File: src/rtl/dlfc_pkg.sv
// ---------------------------------------------------------------------------
// dlfc_pkg
// Shared types and constants of the destination-list frame classifier.
// ---------------------------------------------------------------------------
`timescale 1ns / 1ps

package dlfc_pkg;

  // longest frame, in bytes, that is still classified normally
  localparam int MAX_FRAME_BYTES = 65535;

  // frame classes as reported on the result channel
  typedef enum logic [2:0] {
    CLS_SELF      = 3'd0,
    CLS_INCOMING  = 3'd1,
    CLS_GARBAGE   = 3'd2,
    CLS_NOT_MINE  = 3'd3,
    CLS_UNKNOWN   = 3'd4,
    CLS_MALFORMED = 3'd5,
    CLS_SIM_END   = 3'd6
  } cls_t;

  // one classification result
  typedef struct packed {
    cls_t        frame_class;
    logic [15:0] payload_offset;
    logic [15:0] payload_size;
  } result_t;

endpackage

File: src/rtl/dlfc_parser.sv
// ---------------------------------------------------------------------------
// dlfc_parser
// Byte-wide header parser: tracks the header phase, matches ids against
// the node id and forms the class of a frame on its last byte.
// ---------------------------------------------------------------------------
`timescale 1ns / 1ps

module dlfc_parser
  import dlfc_pkg::*;
(
  input  logic        clk,
  input  logic        rst_n,
  input  logic        beat_take,
  input  logic [7:0]  data_byte,
  input  logic        last_byte,
  input  logic [15:0] node_id,
  output logic        res_valid,
  output result_t     res
);

  typedef enum logic [3:0] {
    PH_TYPE    = 4'd0,
    PH_SND_HI  = 4'd1,
    PH_SND_LO  = 4'd2,
    PH_NG_HI   = 4'd3,
    PH_NG_LO   = 4'd4,
    PH_GID_HI  = 4'd5,
    PH_GID_LO  = 4'd6,
    PH_NB_HI   = 4'd7,
    PH_NB_LO   = 4'd8,
    PH_BID_HI  = 4'd9,
    PH_BID_LO  = 4'd10,
    PH_PAYLOAD = 4'd11,
    PH_IGNORE  = 4'd12
  } phase_t;

  localparam logic [7:0]  TYPE_LISTED  = 8'd2;
  localparam logic [7:0]  TYPE_SIM_END = 8'd3;
  localparam logic [15:0] MAX_POS      = 16'(MAX_FRAME_BYTES);
  localparam logic [15:0] POS_SAT      = 16'hFFFF;

  phase_t      phase_r, phase_nxt, phase_upd;
  logic [15:0] pos_r, pos_nxt;
  logic [7:0]  hold_r, hold_nxt;
  logic [15:0] left_r, left_nxt;
  logic        self_r, self_nxt;
  logic        good_r, good_nxt;
  logic        bad_r, bad_nxt;
  logic [15:0] hend_r, hend_nxt;
  cls_t        early_r, early_nxt;

  logic [15:0] word;
  logic        id_hit;
  logic [15:0] left_dec;
  logic [15:0] pos_inc;
  cls_t        cls;
  logic        has_payload;

  assign word     = {hold_r, data_byte};
  assign id_hit   = (word == node_id);
  assign left_dec = left_r - 16'd1;
  assign pos_inc  = pos_r + 16'd1;

  // header walk for one accepted beat
  always_comb begin
    phase_upd = phase_r;
    hold_nxt  = hold_r;
    left_nxt  = left_r;
    self_nxt  = self_r;
    good_nxt  = good_r;
    bad_nxt   = bad_r;
    hend_nxt  = hend_r;
    early_nxt = early_r;
    if (beat_take) begin
      case (phase_r)
        PH_TYPE: begin
          if (data_byte == TYPE_LISTED) begin
            phase_upd = PH_SND_HI;
          end else begin
            early_nxt = (data_byte == TYPE_SIM_END) ? CLS_SIM_END : CLS_UNKNOWN;
            phase_upd = PH_IGNORE;
          end
        end
        PH_SND_HI: begin
          hold_nxt  = data_byte;
          phase_upd = PH_SND_LO;
        end
        PH_SND_LO: begin
          self_nxt  = id_hit;
          phase_upd = PH_NG_HI;
        end
        PH_NG_HI: begin
          hold_nxt  = data_byte;
          phase_upd = PH_NG_LO;
        end
        PH_NG_LO: begin
          left_nxt  = word;
          phase_upd = (word == 16'd0) ? PH_NB_HI : PH_GID_HI;
        end
        PH_GID_HI: begin
          hold_nxt  = data_byte;
          phase_upd = PH_GID_LO;
        end
        PH_GID_LO: begin
          good_nxt  = good_r | id_hit;
          left_nxt  = left_dec;
          phase_upd = (left_dec == 16'd0) ? PH_NB_HI : PH_GID_HI;
        end
        PH_NB_HI: begin
          hold_nxt  = data_byte;
          phase_upd = PH_NB_LO;
        end
        PH_NB_LO: begin
          left_nxt = word;
          if (word == 16'd0) begin
            phase_upd = PH_PAYLOAD;
            hend_nxt  = pos_inc;
          end else begin
            phase_upd = PH_BID_HI;
          end
        end
        PH_BID_HI: begin
          hold_nxt  = data_byte;
          phase_upd = PH_BID_LO;
        end
        PH_BID_LO: begin
          bad_nxt  = bad_r | id_hit;
          left_nxt = left_dec;
          if (left_dec == 16'd0) begin
            phase_upd = PH_PAYLOAD;
            hend_nxt  = pos_inc;
          end else begin
            phase_upd = PH_BID_HI;
          end
        end
        default: begin
        end
      endcase
    end
  end

  // frame class from the state after this beat
  always_comb begin
    has_payload = 1'b0;
    if (pos_r >= MAX_POS) begin
      cls = CLS_MALFORMED;
    end else if (phase_upd == PH_IGNORE) begin
      cls = early_nxt;
    end else if (phase_upd != PH_PAYLOAD) begin
      cls = CLS_MALFORMED;
    end else if (self_nxt) begin
      cls         = CLS_SELF;
      has_payload = 1'b1;
    end else if (good_nxt && bad_nxt) begin
      cls = CLS_MALFORMED;
    end else if (good_nxt) begin
      cls         = CLS_INCOMING;
      has_payload = 1'b1;
    end else if (bad_nxt) begin
      cls         = CLS_GARBAGE;
      has_payload = 1'b1;
    end else begin
      cls         = CLS_NOT_MINE;
      has_payload = 1'b1;
    end
  end

  assign res_valid          = beat_take & last_byte;
  assign res.frame_class    = cls;
  assign res.payload_offset = has_payload ? hend_nxt : 16'd0;
  assign res.payload_size   = has_payload ? (pos_inc - hend_nxt) : 16'd0;

  // byte count, saturating; the whole frame state restarts after a last beat
  always_comb begin
    phase_nxt = phase_upd;
    pos_nxt   = pos_r;
    if (beat_take) begin
      if (last_byte) begin
        phase_nxt = PH_TYPE;
        pos_nxt   = 16'd0;
      end else if (pos_r != POS_SAT) begin
        pos_nxt = pos_inc;
      end
    end
  end

  // state registers
  always_ff @(posedge clk) begin
    if (!rst_n || res_valid) begin
      phase_r <= PH_TYPE;
      pos_r   <= 16'd0;
      hold_r  <= 8'd0;
      left_r  <= 16'd0;
      self_r  <= 1'b0;
      good_r  <= 1'b0;
      bad_r   <= 1'b0;
      hend_r  <= 16'd0;
      early_r <= CLS_SELF;
    end else begin
      phase_r <= phase_nxt;
      pos_r   <= pos_nxt;
      hold_r  <= hold_nxt;
      left_r  <= left_nxt;
      self_r  <= self_nxt;
      good_r  <= good_nxt;
      bad_r   <= bad_nxt;
      hend_r  <= hend_nxt;
      early_r <= early_nxt;
    end
  end

endmodule

File: src/rtl/dlfc_out_buf.sv
// ---------------------------------------------------------------------------
// dlfc_out_buf
// Two-entry result buffer: output register plus skid register, so the
// parser keeps taking beats while a result waits on the receiver.
// ---------------------------------------------------------------------------
`timescale 1ns / 1ps

module dlfc_out_buf
  import dlfc_pkg::*;
(
  input  logic    clk,
  input  logic    rst_n,
  input  logic    push_valid,
  input  result_t push_res,
  output logic    full,
  output logic    out_valid,
  input  logic    out_stall,
  output result_t out_res
);

  logic    main_valid_r, main_valid_nxt;
  logic    skid_valid_r, skid_valid_nxt;
  result_t main_r, main_nxt;
  result_t skid_r, skid_nxt;
  logic    pop;

  assign pop = main_valid_r & ~out_stall;

  // drain into output register first, overflow into skid
  always_comb begin
    main_valid_nxt = main_valid_r;
    skid_valid_nxt = skid_valid_r;
    main_nxt       = main_r;
    skid_nxt       = skid_r;
    if (pop) begin
      if (skid_valid_r) begin
        main_nxt       = skid_r;
        skid_valid_nxt = 1'b0;
      end else begin
        main_valid_nxt = 1'b0;
      end
    end
    if (push_valid) begin
      if (!main_valid_nxt) begin
        main_nxt       = push_res;
        main_valid_nxt = 1'b1;
      end else begin
        skid_nxt       = push_res;
        skid_valid_nxt = 1'b1;
      end
    end
  end

  // valid bits
  always_ff @(posedge clk) begin
    if (!rst_n) begin
      main_valid_r <= 1'b0;
      skid_valid_r <= 1'b0;
    end else begin
      main_valid_r <= main_valid_nxt;
      skid_valid_r <= skid_valid_nxt;
    end
  end

  // payload
  always_ff @(posedge clk) begin
    main_r <= main_nxt;
    skid_r <= skid_nxt;
  end

  assign full      = skid_valid_r;
  assign out_valid = main_valid_r;
  assign out_res   = main_r;

endmodule

File: src/rtl/dest_list_frame_classifier_core.sv
// ---------------------------------------------------------------------------
// dest_list_frame_classifier_core
// Classifies listed frames by sender and destination lists, one byte a beat.
// ---------------------------------------------------------------------------
// Usage:
//   in_*  : one frame byte per beat, in_last_byte on the final byte.
//   out_* : one result beat per frame (class, payload offset and size).
//   cfg_* : node id write, applied on the edge where cfg_wr_en is high;
//           change it only while no frame is in progress.
// Throughput: one byte per cycle while in_stall is low; the header parser
//   updates its phase register and compare flags once per byte.
// Result: a finished result is registered into the output or skid register.
// Stall: a result waiting on out_stall does not block input; a second
//   finished result lands in a skid register, and only while that one is
//   occupied is in_stall raised.
// Reset: rst_n low clears the node id to 0, the parser to the start of a
//   frame and both result slots to empty.
// ---------------------------------------------------------------------------
`timescale 1ns / 1ps

module dest_list_frame_classifier_core
  import dlfc_pkg::*;
(
  input  logic        clk,
  input  logic        rst_n,
  input  logic        in_valid,
  output logic        in_stall,
  input  logic [7:0]  in_data_byte,
  input  logic        in_last_byte,
  output logic        out_valid,
  input  logic        out_stall,
  output logic [2:0]  out_frame_class,
  output logic [15:0] out_payload_offset,
  output logic [15:0] out_payload_size,
  input  logic        cfg_wr_en,
  input  logic [15:0] cfg_node_identifier
);

  logic [15:0] node_id_r;
  logic        beat_take;
  logic        res_valid;
  result_t     res;
  result_t     out_res;
  logic        buf_full;

  // node id register
  always_ff @(posedge clk) begin
    if (!rst_n) begin
      node_id_r <= 16'd0;
    end else if (cfg_wr_en) begin
      node_id_r <= cfg_node_identifier;
    end
  end

  assign in_stall  = buf_full;
  assign beat_take = in_valid & ~buf_full;

  dlfc_parser u_parser (
    .clk       (clk),
    .rst_n     (rst_n),
    .beat_take (beat_take),
    .data_byte (in_data_byte),
    .last_byte (in_last_byte),
    .node_id   (node_id_r),
    .res_valid (res_valid),
    .res       (res)
  );

  dlfc_out_buf u_out_buf (
    .clk        (clk),
    .rst_n      (rst_n),
    .push_valid (res_valid),
    .push_res   (res),
    .full       (buf_full),
    .out_valid  (out_valid),
    .out_stall  (out_stall),
    .out_res    (out_res)
  );

  assign out_frame_class    = out_res.frame_class;
  assign out_payload_offset = out_res.payload_offset;
  assign out_payload_size   = out_res.payload_size;

endmodule

File: config.mk
export PLATFORM = sky130hd
export DESIGN_NAME = dest_list_frame_classifier_core
export DESIGN_NICKNAME = d
export VERILOG_FILES = /design/src/rtl/dlfc_pkg.sv /design/src/rtl/dlfc_parser.sv /design/src/rtl/dlfc_out_buf.sv /design/src/rtl/dest_list_frame_classifier_core.sv
export SDC_FILE = /design/constraint.sdc
export NUM_CORES = 1
export LEC_CHECK = 0
export ABC_CLOCK_PERIOD_IN_PS = 5500
export BUFFER_PORTS_ARGS = -buffer_cell sky130_fd_sc_hd__buf_2
export CORE_MARGIN = 4
export CORE_UTILIZATION = 60
export DETAILED_ROUTE_END_ITERATION = 8
export PLACE_DENSITY = 0.84
export SYNTH_ARGS = -nofsm -noshare
export SYNTH_HDL_FRONTEND = slang
export SYNTH_SLANG_ARGS = --single-unit
File: constraint.sdc
create_clock -name clk -period 5.5 [get_ports clk]
set_clock_uncertainty 0.05 [all_clocks]
set_input_delay 1.1 -clock clk [delete_from_list [all_inputs] [get_ports clk]]
set_output_delay 1.1 -clock clk [all_outputs]
set_load 0.05 [all_outputs]
# Word level (Yosys, flattened, before mapping)
# Cells that the tools add are included.
[op_classes] add_sub_neg=3 n_lt_le_gt_ge=1 n_eq_ne=16 n_mux=50 bitwise=7 n_reduce_logical=15
[ops] op="35-bit 2-to-1 mux" count=4
[ops] op="16-bit 2-to-1 mux" count=7
[ops] op="16-bit case mux with 2 select lines" count=2
[ops] op="4-bit case mux with 11 select lines" count=1
[ops] op="16-bit zero test" count=2
[ops] op="3-bit 2-to-1 mux" count=9
[ops] op="1-bit 2-to-1 mux" count=18
[ops] op="16-bit by 1-bit adder with 16-bit output, second input constant" count=1
[ops] op="16-bit == test" count=1
[ops] op="4-bit by 3-bit == test with 1-bit output, second input constant" count=4
[ops] op="4-bit == test, second input constant" count=4
[ops] op="8-bit by 2-bit == test with 1-bit output, second input constant" count=2
[ops] op="16-bit greater-or-equal comparator, second input constant" count=1
[ops] op="4-bit 2-to-1 mux" count=4
[ops] op="16-bit inequality test, second input constant" count=1
[ops] op="16-bit by 1-bit subtractor with 16-bit output, second input constant" count=1
[ops] op="16-bit subtractor" count=1
[ops] op="2-bit 2-to-1 mux" count=5
[ops] op="4-bit by 2-bit == test with 1-bit output, second input constant" count=2
[ops] op="2-bit AND reduction" count=4
[ops] op="5-bit OR reduction" count=1
[ops] op="4-bit by 1-bit == test with 1-bit output, second input constant" count=1
[ops] op="4-bit zero test" count=1
[ops] op="4-bit inequality test, second input constant" count=1
[ops] op="other kinds (8)" count=14
[word_totals] reg_bits=154 inputBits=30 out_inout_bits=37 elab_cells=110

# Depth between registers and ports, before layout
[logic_depth] depth_word=13 depth_mapped=22 ltp_nobuf=20

# Cells and area by module
# Synthesis repeated with hierarchy kept, for this count alone.
[hier_totals] hier_cells=910 area_unflattened_um2=8325.5
[by_module_without_submodules] module="dlfc_parser" instances=1 cells_per_inst=616 area_per_inst_um2=4702.0 seq_area_each_um2=1321.3
[by_module_without_submodules] module="dlfc_out_buf" instances=1 cells_per_inst=242 area_per_inst_um2=3001.6 seq_area_each_um2=1791.7
[by_module_without_submodules] module="dest_list_frame_classifier_core" instances=1 cells_per_inst=52 area_per_inst_um2=621.8 seq_area_each_um2=320.3

# Least setup slack after synthesis
# Ideal clock, no wire load.
[synth_path] path_type="input-to-reg" start="input port in_data_byte[0]" end="register u_out_buf.skid_r[15] in the netlist's numbering (data pin)" setup_time_ns=0.258 t_arrival_ns=4.566 required_ns=5.192 slack_ns=0.627 stages=16 n_path_buf=1 path_cell_list="or4_1 nor4_1 nand2_1 nor4_1 a41o_1 buf_2 mux2i_1 ha_1 nor2b_1 o31a_1 o21ai_0 a211oi_1 a21o_1 o41ai_1 xnor2_1 nor2_1"
[synth_lines] item="start: declaration" line="dest_list_frame_classifier_core.sv:28" source="input logic [7:0] in_data_byte,"
[synth_lines] item="end signal: assignment" line="dlfc_out_buf.sv:68" source="skid_r <= skid_nxt;"
[synth_lines] item="end: declaration" line="dlfc_out_buf.sv:24" source="result_t skid_r, skid_nxt;"

==> out/qor.yml <==
drt:
  routed_wire_length_per_instance_microns: 17.15
  viasPerCell: 5.964
  route.detailed.drc: 0
  drtAntennaViolNets: 0
  dr_total_vias: 6501
  drt-pass1-iter-count: 5
  drt_iter0_markers: 661
  drt_wl_total_microns: 18700
timing:
  setup_tns_ns: 0
  fmax_ghz: 0.1958
  report.final.slew_viol_count: 0
  setup-violations-final: 0
  tightest_pin_transition_ns: 1.052
  layout_min_cycle_time_ns: 5.107
  holdWs_ns: 0.4378
  rsz0062_at_grt: "no"
  finalHoldViolCount: 0
  maxSlewHeadroom_pct: 29.67
  timing.final.crit_share_pct: 92.85
clock_tree:
  hold_buf_cts: 0
  worstSkewPairLatency_ns: 0.43
  clock_tree.buffer_depth: 2
  clockRootBuffer: "sky130_fd_sc_hd__clkbuf_16"
  cts.sinks: 154
  htree_num_levels: 4
  cts_tree: "yes"
  cts_inserted_buffers: 17
  post_cts.resized_instances: 0
  post-cts-setup-buffers: 0
  cts.clk_slew.worst_paths_ns: 0.06
grt:
  global_route_wire_length_before_repair_microns: 31110
  grt_max_degree: 37
  grt_overflow: 0
  via_count_of_the_first_global_routing_pass: 6245
  antenna_violations_before_repair: 0
  track_usage_pct: 26.09
critical_path:
  endpoint_kind: "flop"
  endpoint_arrival_time_on_the_critical_path_ns: 5.21
  critPathRequiredTime_ns: 5.60
  critPathKind: "reg2reg"
  worstSetupStartpointType: "flop"
  timing.critical_path.fanout_max: 8
  worst-r2r-cell-count: 18
synth:
  synth_enable_flop_cells: 35
  ys_ff_latch: 154
  synthesis.area_per_instance_sq_um: 9.311
  dominant_register_cell_in_the_synthesized_netlist: "sky130_fd_sc_hd__dfxtp_1"
  post_synth_num_cell_types: 66
  asyncSetResetFlopFracSynth_pct: 0
  post_synth_inst_count: 852
  synth_area_sq_um: 7933
  synth_nets: 902
  syn_warnings: 0
  ys_seq_area_share_pct: 43.28
floorplan:
  chipHeight_microns: 123.0
  start_util_pct: 62.10
  core_region_area_sq_um: 12770
  design.die.area_sq_um: 15120
  die_width_microns: 123.0
  pin_count: 67
  placement_rows: 41
finish:
  design_area_sq_um: 8999
  num-fill-cells: 965
  nNetsFinal: 956
  share_of_layout_cells_above_drive_strength_1_pct: 16.34
  n_antenna_cell: 0
  most_common_library_cell_in_the_layout_ignoring_fill_and_taps: "sky130_fd_sc_hd__nor2_1"
  area_growth_syn_to_layout_pct: 13.44
  layout_common_cells: "sky130_fd_sc_hd__nor2_1 (127), sky130_fd_sc_hd__dfxtp_1 (119), sky130_fd_sc_hd__buf_2 (66), sky130_fd_sc_hd__mux2i_1 (62), sky130_fd_sc_hd__a21oi_1 (47)"
  share_of_the_core_filled_with_cells_in_the_final_layout_pct: 70.45
job:
  maxCapViolations: 0
power:
  power_density_nw_per_um2: 300.5
  p_leak_uw: 0.003765
  power.ir.vdd_worst_mv: 0.1606
worst_hold_path:
  worstHoldPathCells: 2
  hold_class: "reg2reg"
placed_design:
  dp_area_sq_um: 8408
  dp_hpwl_microns: 12690
  globalplace.congestion: 0.9074
  numPortBuffers: 66
status:
  status: "finished clean"
[metal layers]
metal	GRT usage, %	share of wire, %	vias to the layer above
met3	4.620	5.6	40
met4	11.21	2.7	0
li1	-	-	3179
met2	38.64	44	215
met1	37.60	47	3067
met5	0	0	-
[cells by family (layout without fill, tap and decap cells)]
family	Yosys count	count (layout)	share of synthesized area, %
compound gates	192	192	16.53
xor+xnor	43	43	4.748
fa+ha+maj	20	20	3.249
buf+inv	68	134	3.896
flops	154	154	43.28
mux	74	74	9.811
simple gates	301	301	18.49
[area by class of cell]
class	count	area, sq um	share of cell area, %
multi-input cells	630	4212	46.80
inverters	16	60.06	0.6674
flip-flops and latches	154	3433	38.15
repair buffers	87	488.0	5.423
clock inverters	12	147.6	1.641
well taps	172	215.2	2.392
clock buffers	19	442.9	4.922
[state kept, by name, summed over array words and instances (netlist names)]
name and cells:
u_parser.hend_r 16, u_parser.bad_r 1, u_parser.early_r 3, node_id_r 16, u_out_buf.out_valid 1, u_parser.pos_r 16, u_out_buf.full 1, u_parser.phase_r 4
u_out_buf.out_res 35, u_parser.self_r 1, u_parser.good_r 1, u_parser.hold_r 8, u_parser.left_r 16, u_out_buf.skid_r 35
[power breakdown]
part	switching (uW)	internal, uW
logic	199	121
clock network	454	719
registers	30.0	1180
[Yosys cell counts, drive strengths merged (10+ instances only)]
library cell | count | share of area (%)
nor2b | 23 | 1.8
mux2i | 71 | 9.4
nand2 | 44 | 2.1
a21oi | 48 | 3.0
inv | 16 | 0.76
xnor2 | 30 | 3.3
a21o | 21 | 2.0
dfxtp | 119 | 30
o22ai | 19 | 2.3
nor2 | 128 | 6.1
nand3b | 10 | 0.95
o21ai | 41 | 2.6
nor3 | 22 | 1.4
xor2 | 13 | 1.4
clkbuf | 39 | 1.8
buf | 13 | 1.3
nand3 | 15 | 0.95
edfxtp | 35 | 13
ha | 19 | 3.0
a22oi | 12 | 1.1
[final timing paths]
| check | from | slack [ns] | end |
|---|---|---|---|
| max reg2reg | u_parser.left_r[0] | 0.39 | u_out_buf.skid_r[14] |
| min reg2reg | u_parser.early_r[2] | 0.44 | u_parser.early_r[2] |
| min | u_parser.early_r[2] | 0.44 | u_parser.early_r[2] |
| max | u_parser.left_r[0] | 0.39 | u_out_buf.skid_r[14] |
[critical path: stages, from the launching register on]
cell	delay, ns
sky130_fd_sc_hd__dfxtp_1	0.40
sky130_fd_sc_hd__inv_1	0.10
sky130_fd_sc_hd__ha_1	0.24
sky130_fd_sc_hd__or3b_1	0.52
sky130_fd_sc_hd__a2111oi_2	0.40
sky130_fd_sc_hd__o221ai_1	0.14
sky130_fd_sc_hd__and4_4	0.19
sky130_fd_sc_hd__and3_1	0.23
sky130_fd_sc_hd__o21ai_0	0.23
sky130_fd_sc_hd__o2bb2ai_1	0.24
sky130_fd_sc_hd__ha_1	0.33
sky130_fd_sc_hd__nor2b_1	0.17
sky130_fd_sc_hd__o31a_1	0.28
sky130_fd_sc_hd__o21a_1	0.22
sky130_fd_sc_hd__o211a_1	0.21
sky130_fd_sc_hd__a211oi_1	0.36
sky130_fd_sc_hd__o21ai_0	0.21
sky130_fd_sc_hd__xnor2_1	0.24
sky130_fd_sc_hd__nor2_1	0.06
[metrics by stage]
step / std cells / power (uW) / setup slack, ns
after floorplan: 852 / 1465 / 0.6268
after global placement: 1059 / 1542 / 0.3633
after detailed placement: 1059 / 1546 / 0.2125
after CTS: 1090 / 2712 / 0.4813
after global routing: 1090 / 2803 / 0.1346
final: 1090 / 2704 / 0.3931
Power figures use the tool's default switching activity.
